===== src/sv/cbp_pkg.sv =====
`default_nettype none
// ----------------------------------------------------------------------------
// cbp_pkg: shared types and constants of the cascaded balance controller
// Sequencer states, multiplier-accumulator control word, register indexes and
// the fixed-point limits used by the datapath.
// ----------------------------------------------------------------------------
package cbp_pkg;

	localparam int GAIN_W  = 24;   // signed Q8.16 gains
	localparam int CFG_W   = 24;   // widest configuration register
	localparam int MUL_B_W = 33;   // second multiplier operand
	localparam int PROD_W  = GAIN_W + MUL_B_W;
	localparam int ACC_W   = 72;   // accumulator, holds a 24 by 48 bit product
	localparam int HI_SHIFT = 24;  // weight of the upper half of the tilt integral
	localparam int ERR_W   = 25;   // tilt error, Q8
	localparam int CHG_W   = 26;   // tilt error change, Q8

	localparam logic signed [ACC_W-1:0] PROD_LIM  = 72'sd9007199254740992;
	localparam logic signed [ACC_W-1:0] DRIVE_LIM = 72'sd1677721600;
	localparam logic signed [15:0]      DRIVE_MAX = 16'sd25600;
	localparam logic signed [ERR_W-1:0] RESET_BAND = 25'sd1280;

	typedef enum logic [2:0] {
		REG_ANGLE_SETPOINT,
		REG_TILT_KP,
		REG_TILT_KI,
		REG_TILT_KD,
		REG_POSITION_KP,
		REG_VELOCITY_KI,
		REG_VELOCITY_KD,
		REG_ACCEL_GAIN
	} reg_idx_t;

	typedef enum logic [4:0] {
		ST_IDLE,
		ST_VEL,
		ST_UPD,
		ST_M0,
		ST_M1,
		ST_SINT,
		ST_O2,
		ST_O3,
		ST_O4,
		ST_OFF,
		ST_ERR,
		ST_INT,
		ST_I0,
		ST_I1,
		ST_I2,
		ST_I3,
		ST_I4,
		ST_I5,
		ST_DRV
	} state_t;

	typedef enum logic [1:0] {
		ADD_ZERO,
		ADD_PROD,
		ADD_PROD_SH24,
		ADD_VALUE
	} add_sel_t;

	typedef struct packed {
		logic                       mul_en;
		logic signed [GAIN_W-1:0]   mul_a;
		logic signed [MUL_B_W-1:0]  mul_b;
		logic                       clr;
		add_sel_t                   add_sel;
		logic signed [ACC_W-1:0]    value;
	} mac_ctl_t;

endpackage
`default_nettype wire


===== src/sv/cbp_mac.sv =====
`default_nettype none
// ----------------------------------------------------------------------------
// cbp_mac: shared multiplier-accumulator
// A registered 24 by 33 bit signed multiplier feeding a 72 bit accumulator.
// The product is added in the cycle after it is issued.
// ----------------------------------------------------------------------------
module cbp_mac (
	input  wire logic                                  clk,
	input  wire cbp_pkg::mac_ctl_t                     ctl,
	output logic signed [cbp_pkg::ACC_W-1:0]           acc
);

	localparam int AW = cbp_pkg::ACC_W;
	localparam int PW = cbp_pkg::PROD_W;
	localparam int SH = cbp_pkg::HI_SHIFT;

	logic signed [PW-1:0] prod_q;
	logic signed [AW-1:0] acc_q;
	logic signed [AW-1:0] addend;
	logic signed [AW-1:0] base;

	always_ff @(posedge clk) begin
		if (ctl.mul_en) begin
			prod_q <= $signed(ctl.mul_a) * $signed(ctl.mul_b);
		end
		acc_q <= base + addend;
	end

	// The shifted form only carries the upper half of the tilt integral, whose
	// product fits in the low AW-SH bits.
	always_comb begin
		base = ctl.clr ? '0 : acc_q;
		case (ctl.add_sel)
			cbp_pkg::ADD_PROD:      addend = {{(AW-PW){prod_q[PW-1]}}, prod_q};
			cbp_pkg::ADD_PROD_SH24: addend = {prod_q[AW-SH-1:0], {SH{1'b0}}};
			cbp_pkg::ADD_VALUE:     addend = ctl.value;
			default:                addend = '0;
		endcase
	end

	assign acc = acc_q;

endmodule
`default_nettype wire


===== src/sv/cascaded_balance_pid.sv =====
`default_nettype none
// ----------------------------------------------------------------------------
// cascaded_balance_pid: cascaded position and tilt balance controller
// Outer position loop forms a tilt offset; inner tilt PID forms a clamped drive.
// All products run through one shared multiplier-accumulator.
// ----------------------------------------------------------------------------
// A taken sample runs from ST_VEL to ST_DRV; the result beat is loaded from
// ST_DRV. No new sample is taken until the 18-step sequence that drives the
// single multiplier-accumulator is back in ST_IDLE; in_stall is high meanwhile.
// A pending result beat does not block the next sample until its final step.
// Reset (asynchronous, active low) loads the default gains and zeroes the loop state.
module cascaded_balance_pid #(
	parameter int UPDATE_PERIOD_MS = 100
) (
	input  wire logic               clk,
	input  wire logic               arst_n,
	input  wire logic               cfg_write,
	input  wire logic [2:0]         cfg_index,
	input  wire logic [23:0]        cfg_data,
	input  wire logic               in_valid,
	output logic                    in_stall,
	input  wire logic signed [11:0] tilt_sample,
	input  wire logic signed [31:0] wheel_position,
	input  wire logic [31:0]        now_ms,
	input  wire logic signed [7:0]  target_velocity,
	input  wire logic signed [31:0] goal_position,
	output logic                    out_valid,
	input  wire logic               out_stall,
	output logic signed [15:0]      drive_command,
	output logic signed [23:0]      tilt_offset
);

	localparam int AW  = cbp_pkg::ACC_W;
	localparam int GW  = cbp_pkg::GAIN_W;
	localparam int BW  = cbp_pkg::MUL_B_W;
	localparam int EW  = cbp_pkg::ERR_W;
	localparam int CW  = cbp_pkg::CHG_W;
	localparam logic [31:0] PERIOD = 32'(UPDATE_PERIOD_MS);

	localparam logic signed [AW-1:0] SI_MAX  = 72'sd2147483647;
	localparam logic signed [AW-1:0] SI_MIN  = -72'sd2147483648;
	localparam logic signed [AW-1:0] OFF_MAX = 72'sd8388607;
	localparam logic signed [AW-1:0] OFF_MIN = -72'sd8388608;

	function automatic logic signed [31:0] sat32(input logic signed [32:0] x);
		logic signed [31:0] r;
		if (x[32] != x[31]) begin
			r = x[32] ? 32'sh8000_0000 : 32'sh7FFF_FFFF;
		end else begin
			r = x[31:0];
		end
		return r;
	endfunction

	// Configuration registers.
	logic signed [11:0]   setpoint_q;
	logic signed [GW-1:0] tilt_kp_q, tilt_ki_q, tilt_kd_q;
	logic signed [GW-1:0] position_kp_q, velocity_ki_q, velocity_kd_q, accel_gain_q;

	// Sample registers.
	logic signed [11:0] tilt_q;
	logic signed [31:0] pos_q, tpos_q;
	logic [31:0]        now_q;
	logic signed [7:0]  tvel_q;

	// Controller state.
	logic [31:0]          outer_last_q, inner_last_q;
	logic signed [31:0]   last_pos_q, prev_speed_q, speed_err_q, accel_q, speed_int_q;
	logic signed [47:0]   tilt_int_q;
	logic signed [EW-1:0] tilt_last_err_q;
	logic signed [CW-1:0] tilt_chg_q;

	// Working registers.
	cbp_pkg::state_t      state_q, state_d;
	logic                 outer_do_q, inner_do_q;
	logic signed [31:0]   vel_q;
	logic signed [32:0]   perr_q;
	logic signed [23:0]   offset_q;
	logic signed [EW-1:0] err_q;

	logic                 out_valid_q;
	logic signed [15:0]   drive_q;
	logic signed [23:0]   toff_q;

	cbp_pkg::mac_ctl_t    mac_ctl;
	logic signed [AW-1:0] acc;
	logic                 out_load;

	logic signed [AW-1:0] tr_sum, tr_val, off_sh, drv_c, prod_clamp;
	logic signed [31:0]   sint_next, drv_r;
	logic signed [23:0]   offset_next;
	logic signed [48:0]   tint_sum;
	logic signed [47:0]   tint_next;
	logic                 in_band;

	cbp_mac u_mac (
		.clk (clk),
		.ctl (mac_ctl),
		.acc (acc)
	);

	// Datapath helpers on the accumulator and tilt error.
	always_comb begin
		tr_sum = acc + (acc[AW-1] ? 72'sd65535 : 72'sd0);
		tr_val = tr_sum >>> 16;
		if (tr_val > SI_MAX) begin
			sint_next = 32'sh7FFF_FFFF;
		end else if (tr_val < SI_MIN) begin
			sint_next = 32'sh8000_0000;
		end else begin
			sint_next = tr_val[31:0];
		end

		// The rounding constant is already in the accumulator.
		off_sh = acc >>> 8;
		if (off_sh > OFF_MAX) begin
			offset_next = 24'sh7F_FFFF;
		end else if (off_sh < OFF_MIN) begin
			offset_next = 24'sh80_0000;
		end else begin
			offset_next = off_sh[23:0];
		end

		if (acc > cbp_pkg::PROD_LIM) begin
			prod_clamp = cbp_pkg::PROD_LIM;
		end else if (acc < -cbp_pkg::PROD_LIM) begin
			prod_clamp = -cbp_pkg::PROD_LIM;
		end else begin
			prod_clamp = acc;
		end

		if (acc > cbp_pkg::DRIVE_LIM) begin
			drv_c = cbp_pkg::DRIVE_LIM;
		end else if (acc < -cbp_pkg::DRIVE_LIM) begin
			drv_c = -cbp_pkg::DRIVE_LIM;
		end else begin
			drv_c = acc;
		end
		drv_r = $signed(drv_c[31:0]) + 32'sd32768;

		in_band = (err_q < cbp_pkg::RESET_BAND) && (err_q > -cbp_pkg::RESET_BAND);
		tint_sum = {tilt_int_q[47], tilt_int_q} + {{(49-EW){err_q[EW-1]}}, err_q};
		if (!in_band) begin
			tint_next = '0;
		end else if (tint_sum[48] != tint_sum[47]) begin
			tint_next = tint_sum[48] ? 48'sh8000_0000_0000 : 48'sh7FFF_FFFF_FFFF;
		end else begin
			tint_next = tint_sum[47:0];
		end
	end

	// Sequencer: next state and multiplier-accumulator control.
	always_comb begin
		state_d  = state_q;
		mac_ctl  = '0;
		out_load = 1'b0;
		unique case (state_q)
			cbp_pkg::ST_IDLE: begin
				if (in_valid) state_d = cbp_pkg::ST_VEL;
			end
			cbp_pkg::ST_VEL: state_d = cbp_pkg::ST_UPD;
			cbp_pkg::ST_UPD: state_d = cbp_pkg::ST_M0;
			cbp_pkg::ST_M0: begin
				mac_ctl.mul_en  = 1'b1;
				mac_ctl.mul_a   = velocity_ki_q;
				mac_ctl.mul_b   = {speed_err_q[31], speed_err_q};
				mac_ctl.clr     = 1'b1;
				mac_ctl.add_sel = cbp_pkg::ADD_VALUE;
				mac_ctl.value   = {{(AW-48){speed_int_q[31]}}, speed_int_q, 16'h0000};
				state_d = cbp_pkg::ST_M1;
			end
			cbp_pkg::ST_M1: begin
				mac_ctl.mul_en  = 1'b1;
				mac_ctl.mul_a   = position_kp_q;
				mac_ctl.mul_b   = perr_q;
				mac_ctl.add_sel = cbp_pkg::ADD_PROD;
				state_d = cbp_pkg::ST_SINT;
			end
			cbp_pkg::ST_SINT: begin
				mac_ctl.mul_en  = 1'b1;
				mac_ctl.mul_a   = velocity_kd_q;
				mac_ctl.mul_b   = {speed_err_q[31], speed_err_q};
				mac_ctl.clr     = 1'b1;
				mac_ctl.add_sel = cbp_pkg::ADD_PROD;
				state_d = cbp_pkg::ST_O2;
			end
			cbp_pkg::ST_O2: begin
				mac_ctl.mul_en  = 1'b1;
				mac_ctl.mul_a   = accel_gain_q;
				mac_ctl.mul_b   = {accel_q[31], accel_q};
				mac_ctl.add_sel = cbp_pkg::ADD_PROD;
				state_d = cbp_pkg::ST_O3;
			end
			cbp_pkg::ST_O3: begin
				mac_ctl.add_sel = cbp_pkg::ADD_PROD;
				state_d = cbp_pkg::ST_O4;
			end
			cbp_pkg::ST_O4: begin
				// Velocity integral in Q16 plus the half step for rounding to Q8.
				mac_ctl.add_sel = cbp_pkg::ADD_VALUE;
				mac_ctl.value   = {{(AW-48){speed_int_q[31]}}, speed_int_q, 16'h0080};
				state_d = cbp_pkg::ST_OFF;
			end
			cbp_pkg::ST_OFF: state_d = cbp_pkg::ST_ERR;
			cbp_pkg::ST_ERR: state_d = cbp_pkg::ST_INT;
			cbp_pkg::ST_INT: state_d = cbp_pkg::ST_I0;
			cbp_pkg::ST_I0: begin
				mac_ctl.mul_en = 1'b1;
				mac_ctl.mul_a  = tilt_ki_q;
				mac_ctl.mul_b  = {{(BW-24){1'b0}}, tilt_int_q[23:0]};
				state_d = cbp_pkg::ST_I1;
			end
			cbp_pkg::ST_I1: begin
				mac_ctl.mul_en  = 1'b1;
				mac_ctl.mul_a   = tilt_ki_q;
				mac_ctl.mul_b   = {{(BW-24){tilt_int_q[47]}}, tilt_int_q[47:24]};
				mac_ctl.clr     = 1'b1;
				mac_ctl.add_sel = cbp_pkg::ADD_PROD;
				state_d = cbp_pkg::ST_I2;
			end
			cbp_pkg::ST_I2: begin
				mac_ctl.mul_en  = 1'b1;
				mac_ctl.mul_a   = tilt_kp_q;
				mac_ctl.mul_b   = {{(BW-EW){err_q[EW-1]}}, err_q};
				mac_ctl.add_sel = cbp_pkg::ADD_PROD_SH24;
				state_d = cbp_pkg::ST_I3;
			end
			cbp_pkg::ST_I3: begin
				// The integral term saturates on its own before the other terms join.
				mac_ctl.clr     = 1'b1;
				mac_ctl.add_sel = cbp_pkg::ADD_VALUE;
				mac_ctl.value   = prod_clamp;
				state_d = cbp_pkg::ST_I4;
			end
			cbp_pkg::ST_I4: begin
				mac_ctl.mul_en  = 1'b1;
				mac_ctl.mul_a   = tilt_kd_q;
				mac_ctl.mul_b   = {{(BW-CW){tilt_chg_q[CW-1]}}, tilt_chg_q};
				mac_ctl.add_sel = cbp_pkg::ADD_PROD;
				state_d = cbp_pkg::ST_I5;
			end
			cbp_pkg::ST_I5: begin
				mac_ctl.add_sel = cbp_pkg::ADD_PROD;
				state_d = cbp_pkg::ST_DRV;
			end
			cbp_pkg::ST_DRV: begin
				if (!out_valid_q || !out_stall) begin
					out_load = 1'b1;
					state_d  = cbp_pkg::ST_IDLE;
				end
			end
			default: state_d = cbp_pkg::ST_IDLE;
		endcase
	end

	always_ff @(posedge clk or negedge arst_n) begin
		if (!arst_n) begin
			state_q <= cbp_pkg::ST_IDLE;
		end else begin
			state_q <= state_d;
		end
	end

	// Configuration registers.
	always_ff @(posedge clk or negedge arst_n) begin
		if (!arst_n) begin
			setpoint_q    <= '0;
			tilt_kp_q     <= 24'sd183501;
			tilt_ki_q     <= '0;
			tilt_kd_q     <= '0;
			position_kp_q <= 24'sd393;
			velocity_ki_q <= 24'sd66;
			velocity_kd_q <= 24'sd98304;
			accel_gain_q  <= 24'sd32768;
		end else if (cfg_write) begin
			unique case (cbp_pkg::reg_idx_t'(cfg_index))
				cbp_pkg::REG_ANGLE_SETPOINT: setpoint_q    <= cfg_data[11:0];
				cbp_pkg::REG_TILT_KP:        tilt_kp_q     <= cfg_data;
				cbp_pkg::REG_TILT_KI:        tilt_ki_q     <= cfg_data;
				cbp_pkg::REG_TILT_KD:        tilt_kd_q     <= cfg_data;
				cbp_pkg::REG_POSITION_KP:    position_kp_q <= cfg_data;
				cbp_pkg::REG_VELOCITY_KI:    velocity_ki_q <= cfg_data;
				cbp_pkg::REG_VELOCITY_KD:    velocity_kd_q <= cfg_data;
				cbp_pkg::REG_ACCEL_GAIN:     accel_gain_q  <= cfg_data;
				default: ;
			endcase
		end
	end

	// Sample capture and working values.
	always_ff @(posedge clk) begin
		if (state_q == cbp_pkg::ST_IDLE && in_valid) begin
			tilt_q <= tilt_sample;
			pos_q  <= wheel_position;
			now_q  <= now_ms;
			tvel_q <= target_velocity;
			tpos_q <= goal_position;
		end
		if (state_q == cbp_pkg::ST_VEL) begin
			vel_q <= sat32({pos_q[31], pos_q} - {last_pos_q[31], last_pos_q});
		end
		if (state_q == cbp_pkg::ST_UPD) begin
			perr_q <= {tpos_q[31], tpos_q} - {pos_q[31], pos_q};
		end
		if (state_q == cbp_pkg::ST_OFF) begin
			offset_q <= offset_next;
		end
		if (state_q == cbp_pkg::ST_ERR) begin
			err_q <= {{(EW-20){setpoint_q[11]}}, setpoint_q, 8'h00}
				+ {{(EW-24){offset_q[23]}}, offset_q}
				- {{(EW-20){tilt_q[11]}}, tilt_q, 8'h00};
		end
		if (out_load) begin
			drive_q <= drv_r[31:16];
			toff_q  <= offset_q;
		end
	end

	// Controller state and result handshake.
	always_ff @(posedge clk or negedge arst_n) begin
		if (!arst_n) begin
			outer_do_q      <= 1'b0;
			inner_do_q      <= 1'b0;
			outer_last_q    <= '0;
			inner_last_q    <= '0;
			last_pos_q      <= '0;
			prev_speed_q    <= '0;
			speed_err_q     <= '0;
			accel_q         <= '0;
			speed_int_q     <= '0;
			tilt_int_q      <= '0;
			tilt_last_err_q <= '0;
			tilt_chg_q      <= '0;
			out_valid_q     <= 1'b0;
		end else begin
			if (state_q == cbp_pkg::ST_VEL) begin
				outer_do_q <= (now_q - outer_last_q) > PERIOD;
				inner_do_q <= (now_q - inner_last_q) > PERIOD;
			end
			if (state_q == cbp_pkg::ST_UPD && outer_do_q) begin
				accel_q      <= sat32({vel_q[31], vel_q} - {prev_speed_q[31], prev_speed_q});
				speed_err_q  <= sat32({{25{tvel_q[7]}}, tvel_q} - {vel_q[31], vel_q});
				last_pos_q   <= pos_q;
				prev_speed_q <= vel_q;
				outer_last_q <= now_q;
			end
			if (state_q == cbp_pkg::ST_SINT && outer_do_q) begin
				speed_int_q <= sint_next;
			end
			if (state_q == cbp_pkg::ST_INT) begin
				tilt_int_q <= tint_next;
				if (inner_do_q) begin
					tilt_chg_q      <= {err_q[EW-1], err_q} - {tilt_last_err_q[EW-1], tilt_last_err_q};
					tilt_last_err_q <= err_q;
					inner_last_q    <= now_q;
				end
			end
			if (out_load) begin
				out_valid_q <= 1'b1;
			end else if (!out_stall) begin
				out_valid_q <= 1'b0;
			end
		end
	end

	assign in_stall      = (state_q != cbp_pkg::ST_IDLE);
	assign out_valid     = out_valid_q;
	assign drive_command = drive_q;
	assign tilt_offset   = toff_q;

	// A taken sample keeps the input side closed for the next cycle.
	a_busy_after_accept: assert property (@(posedge clk) disable iff (!arst_n)
		(in_valid && !in_stall) |=> in_stall)
		else $error("input accepted while the sequencer was busy");

	// The drive never leaves the plus or minus 100 percent band.
	a_drive_range: assert property (@(posedge clk) disable iff (!arst_n)
		out_valid |-> (drive_command <= cbp_pkg::DRIVE_MAX
			&& drive_command >= -cbp_pkg::DRIVE_MAX))
		else $error("drive command outside its limit");

	// A tilt error outside the band clears the integral.
	a_int_clear: assert property (@(posedge clk) disable iff (!arst_n)
		(state_q == cbp_pkg::ST_INT && !in_band) |=> (tilt_int_q == '0))
		else $error("tilt integral not cleared outside the band");

endmodule
`default_nettype wire


===== config.mk =====
export PLATFORM = sky130hd
export DESIGN_NAME = cascaded_balance_pid
export DESIGN_NICKNAME = d
export VERILOG_FILES = /design/src/sv/cbp_pkg.sv /design/src/sv/cbp_mac.sv /design/src/sv/cascaded_balance_pid.sv
export SDC_FILE = /design/constraint.sdc
export NUM_CORES = 2
export LEC_CHECK = 0
export BUFFER_PORTS_ARGS = -buffer_cell sky130_fd_sc_hd__buf_2
export CORE_MARGIN = 2
export CORE_UTILIZATION = 60
export DETAILED_ROUTE_END_ITERATION = 16
export PLACE_DENSITY = 0.77
export SYNTH_ARGS = -nofsm -noshare
export SYNTH_HDL_FRONTEND = slang
export SYNTH_SLANG_ARGS = --single-unit
export TNS_END_PERCENT = 5

===== constraint.sdc =====
create_clock -name clk -period 17.7 [get_ports clk]
set_clock_uncertainty 0.05 [all_clocks]
set_input_delay 0.885 -clock clk [delete_from_list [all_inputs] [get_ports clk]]
set_output_delay 0.885 -clock clk [all_outputs]
set_load 0.02 [all_outputs]

==> results.ini <==
[outcome]
outcome = completed

[critical_path]
timing.critical_path.slowest_cell_delay_ns = 0.87
setup.worst_path.start = state_q[2]
worstSetupEndpointType = flop
worstPathMaxFanout = 53
crit_cells = 31
worstSetupPathType = reg2reg
critical_path.slowest_cell = sky130_fd_sc_hd__fa_1
worst_r2r_endpoint = u_mac.prod_q[55]
r2r_slack_ns = 6.55
worstReg2RegStart = state_q[2]
timing.critical_path.arrival_ns = 11.59
crit_path_frequent_cell = sky130_fd_sc_hd__fa_1
worstPathRequired_ns = 18.14
rr_worst_depth = 31
path_delay_family = adder cells
crit_path_end = u_mac.prod_q[55]
timing.critical_path.buf_inv = 6
start_kind = flop

[clock_tree]
clkSlewWorstSetupHoldPaths_ns = 0.06
post_cts_resized = 0
cts.repair_timing.setup_buffer_count = 0
ctsLongestPathBuffers = 3
tritoncts.num_buffers = 101
clock_sink_count = 910
cts_tree = done
cts_root_buffer = sky130_fd_sc_hd__clkbuf_16
h-tree-depth = 3
cts_hold_buffers = 0
clk-insertion-delay-late_ns = 0.76

[layout]
nNetsFinal = 10600
area.growth.synth_to_final_pct = 7.22
layout-drive-gt1-share_pct = 9.04
fillerInstances = 11400

[synth]
ys_seq_area_share_pct = 28.5
most_instantiated_library_cell_after_synthesis = sky130_fd_sc_hd__inv_1
synth_area_per_cell_um2 = 9.32
synth.distinct_cells = 114
ys_warn_count = 0
synth_cells = 9052
async_flop_share_pct = 56.2
synth_area_leaders = sky130_fd_sc_hd__fa_1 20%, sky130_fd_sc_hd__dfrtp_1 15%, sky130_fd_sc_hd__edfxtp_1 12%, sky130_fd_sc_hd__ha_1 7.8%, sky130_fd_sc_hd__inv_1 5.7%
yosys.area.top_type = sky130_fd_sc_hd__fa_1
yosys-top-cells-count = 1,285 x sky130_fd_sc_hd__inv_1, 1,170 x sky130_fd_sc_hd__nand2_1, 830 x sky130_fd_sc_hd__fa_1
syn_area_um2 = 84300
synth.net_count = 10600
synthFlopType = sky130_fd_sc_hd__dfrtp_1
yosysTopAreaCellShare_pct = 19.7
count_of_flip_flops_with_a_built_in_enable_after_synthesis = 327
postSynthRegisterBits = 910

[timing]
period_share_pct = 63.0
hold_viol = 0
finalSetupTns_ns = 0
slew-limit-headroom_pct = 11.6
final-max-slew-violation-count = 0
tightestPinTransition_ns = 1.32
period_minus_slack_ns = 11.15
fmaxAchievable_mhz = 89.7
hold_slack_ns = 0.103
setup_viol = 0
rsz0062_at_grt = false

[routing]
dr.pass1.iters = 8
wl_mm = 244
drc_errors = 0
post_drt_wl_per_cell_um = 22.2
routed-via-count = 67200
ant_nets_after_route = 0
detailedRoute.firstIterationViolations = 6355
post_drt_via_cell_ratio = 6.09

[die]
die_height_um = 379
top_level_ports = 190
core_area_um2 = 140000
rows = 137
die_area_um2 = 144000
initial_utilization_pct = 60.4
die_width_um = 379

[flow_run]
max_cap_violations = 0

[placement]
hpwl_mm = 186
gp_congestion = 1.02
input_output_buffers = 189

[global_route]
pin_count_of_the_biggest_net_entering_global_routing = 174
first_global_vias = 68200
overflow = 0
grt_first_pass_wirelength_mm = 383
antenna_violations_before_repair = 3
grtUsageTotal_pct = 34.4

[min_path]
hold_path.class = in2async

-- cells in the final DEF (no fill, tap or decap), drive strengths merged, types with 225 or more instances in the layout --
cell type and instances:
inv 1292, nand2 1170, fa 830, nor2 592, ha 527, dfrtp 492
o21ai 451, a21oi 411, edfxtp 327, buf 283, xnor2 245, mux2 225
-- worst reg2reg max path, delay by kind of cell (launching register included) --
family          cells  cell delay (ns)
fa+ha+maj           8             4.40
compound gates      8             2.38
simple gates        8             2.26
buf+inv             6             1.16
flops               1             0.53
xor+xnor            1             0.09
-- sequential cells by signal, summed over array words and instances, names as in the netlist, 26 cells and up --
name and flops:
outer_last_q 32, perr_q 33, pos_q 32, vel_q 32, speed_err_q 32, tilt_int_q 48, prev_speed_q 32, tpos_q 32
inner_last_q 32, accel_q 32, speed_int_q 32, last_pos_q 32, u_mac.acc 72, now_q 32, u_mac.prod_q 57, tilt_chg_q 26
-- worst min path at each step --
| stage | start | endpoint | slack [ns] | cells past startpoint |
|---|---|---|---|---|
| 6_report | arst_n | inner_last_q[7] | 0.10 | 1 |
| 5_1_grt | arst_n | inner_last_q[6] | 0.15 | 1 |
| 4_1_cts | arst_n | inner_last_q[7] | 0.12 | 1 |
| 3_5_place_dp | offset_q[16] | tilt_offset[16] | 0.39 | 0 |
| 3_3_place_gp | offset_q[12] | tilt_offset[12] | 0.39 | 0 |
| 2_1_floorplan | offset_q[0] | err_q[0] | 0.37 | 0 |
-- kinds of logic after synthesis --
group                    after synthesis  synth area share, %
flip-flops                           910                 28.5
AO/OA/AOI/OAI                       1844                 14.7
XOR/XNOR                             397                 4.13
AND/OR/NAND/NOR                     2610                 14.0
multiplexers                         238                 3.16
adder cells (fa/ha/maj)             1385                 27.9
buffers and inverters               1668                 7.58
-- layout make-up --
| class | instances | area [um^2] | share of cell area [%] |
|---|---|---|---|
| clock inverter | 55 | 469 | 0.519 |
| antenna | 1 | 2.50 | 0.00277 |
| sequential | 910 | 24100 | 26.6 |
| inverter | 1285 | 4820 | 5.33 |
| multi-input combinational | 6474 | 54200 | 59.9 |
| clock buffer | 137 | 2840 | 3.14 |
| tap | 1876 | 2350 | 2.60 |
| timing repair buffer | 283 | 1690 | 1.87 |
-- routing by layer --
metal	part of all wire, %	GRT usage, %	up-vias
li1	-	-	30400
met1	39	44.6	32900
met2	46	55.4	3115
met3	9.4	7.27	700
met4	5.3	16.1	2
met5	0.0053	0	-
-- per-stage QoR --
| stage | worst slack (ns) | utilization (%) | cells | area (um^2) |
|---|---|---|---|---|
| after detailed placement | 6.72 | 62.4 | 10800 | 87100 |
| after floorplan | 8.49 | - | 9052 | 84300 |
| after global placement | 6.87 | 62.4 | 10800 | 87100 |
| final | 6.55 | 64.8 | 11000 | 90400 |
| after CTS | 6.68 | 64.8 | 11000 | 90400 |
| after global routing | 5.81 | 64.8 | 11000 | 90400 |
Power is left out: the tool's default activity adds up to more than one toggle a clock period on the data nets, which glitch-free logic cannot reach.
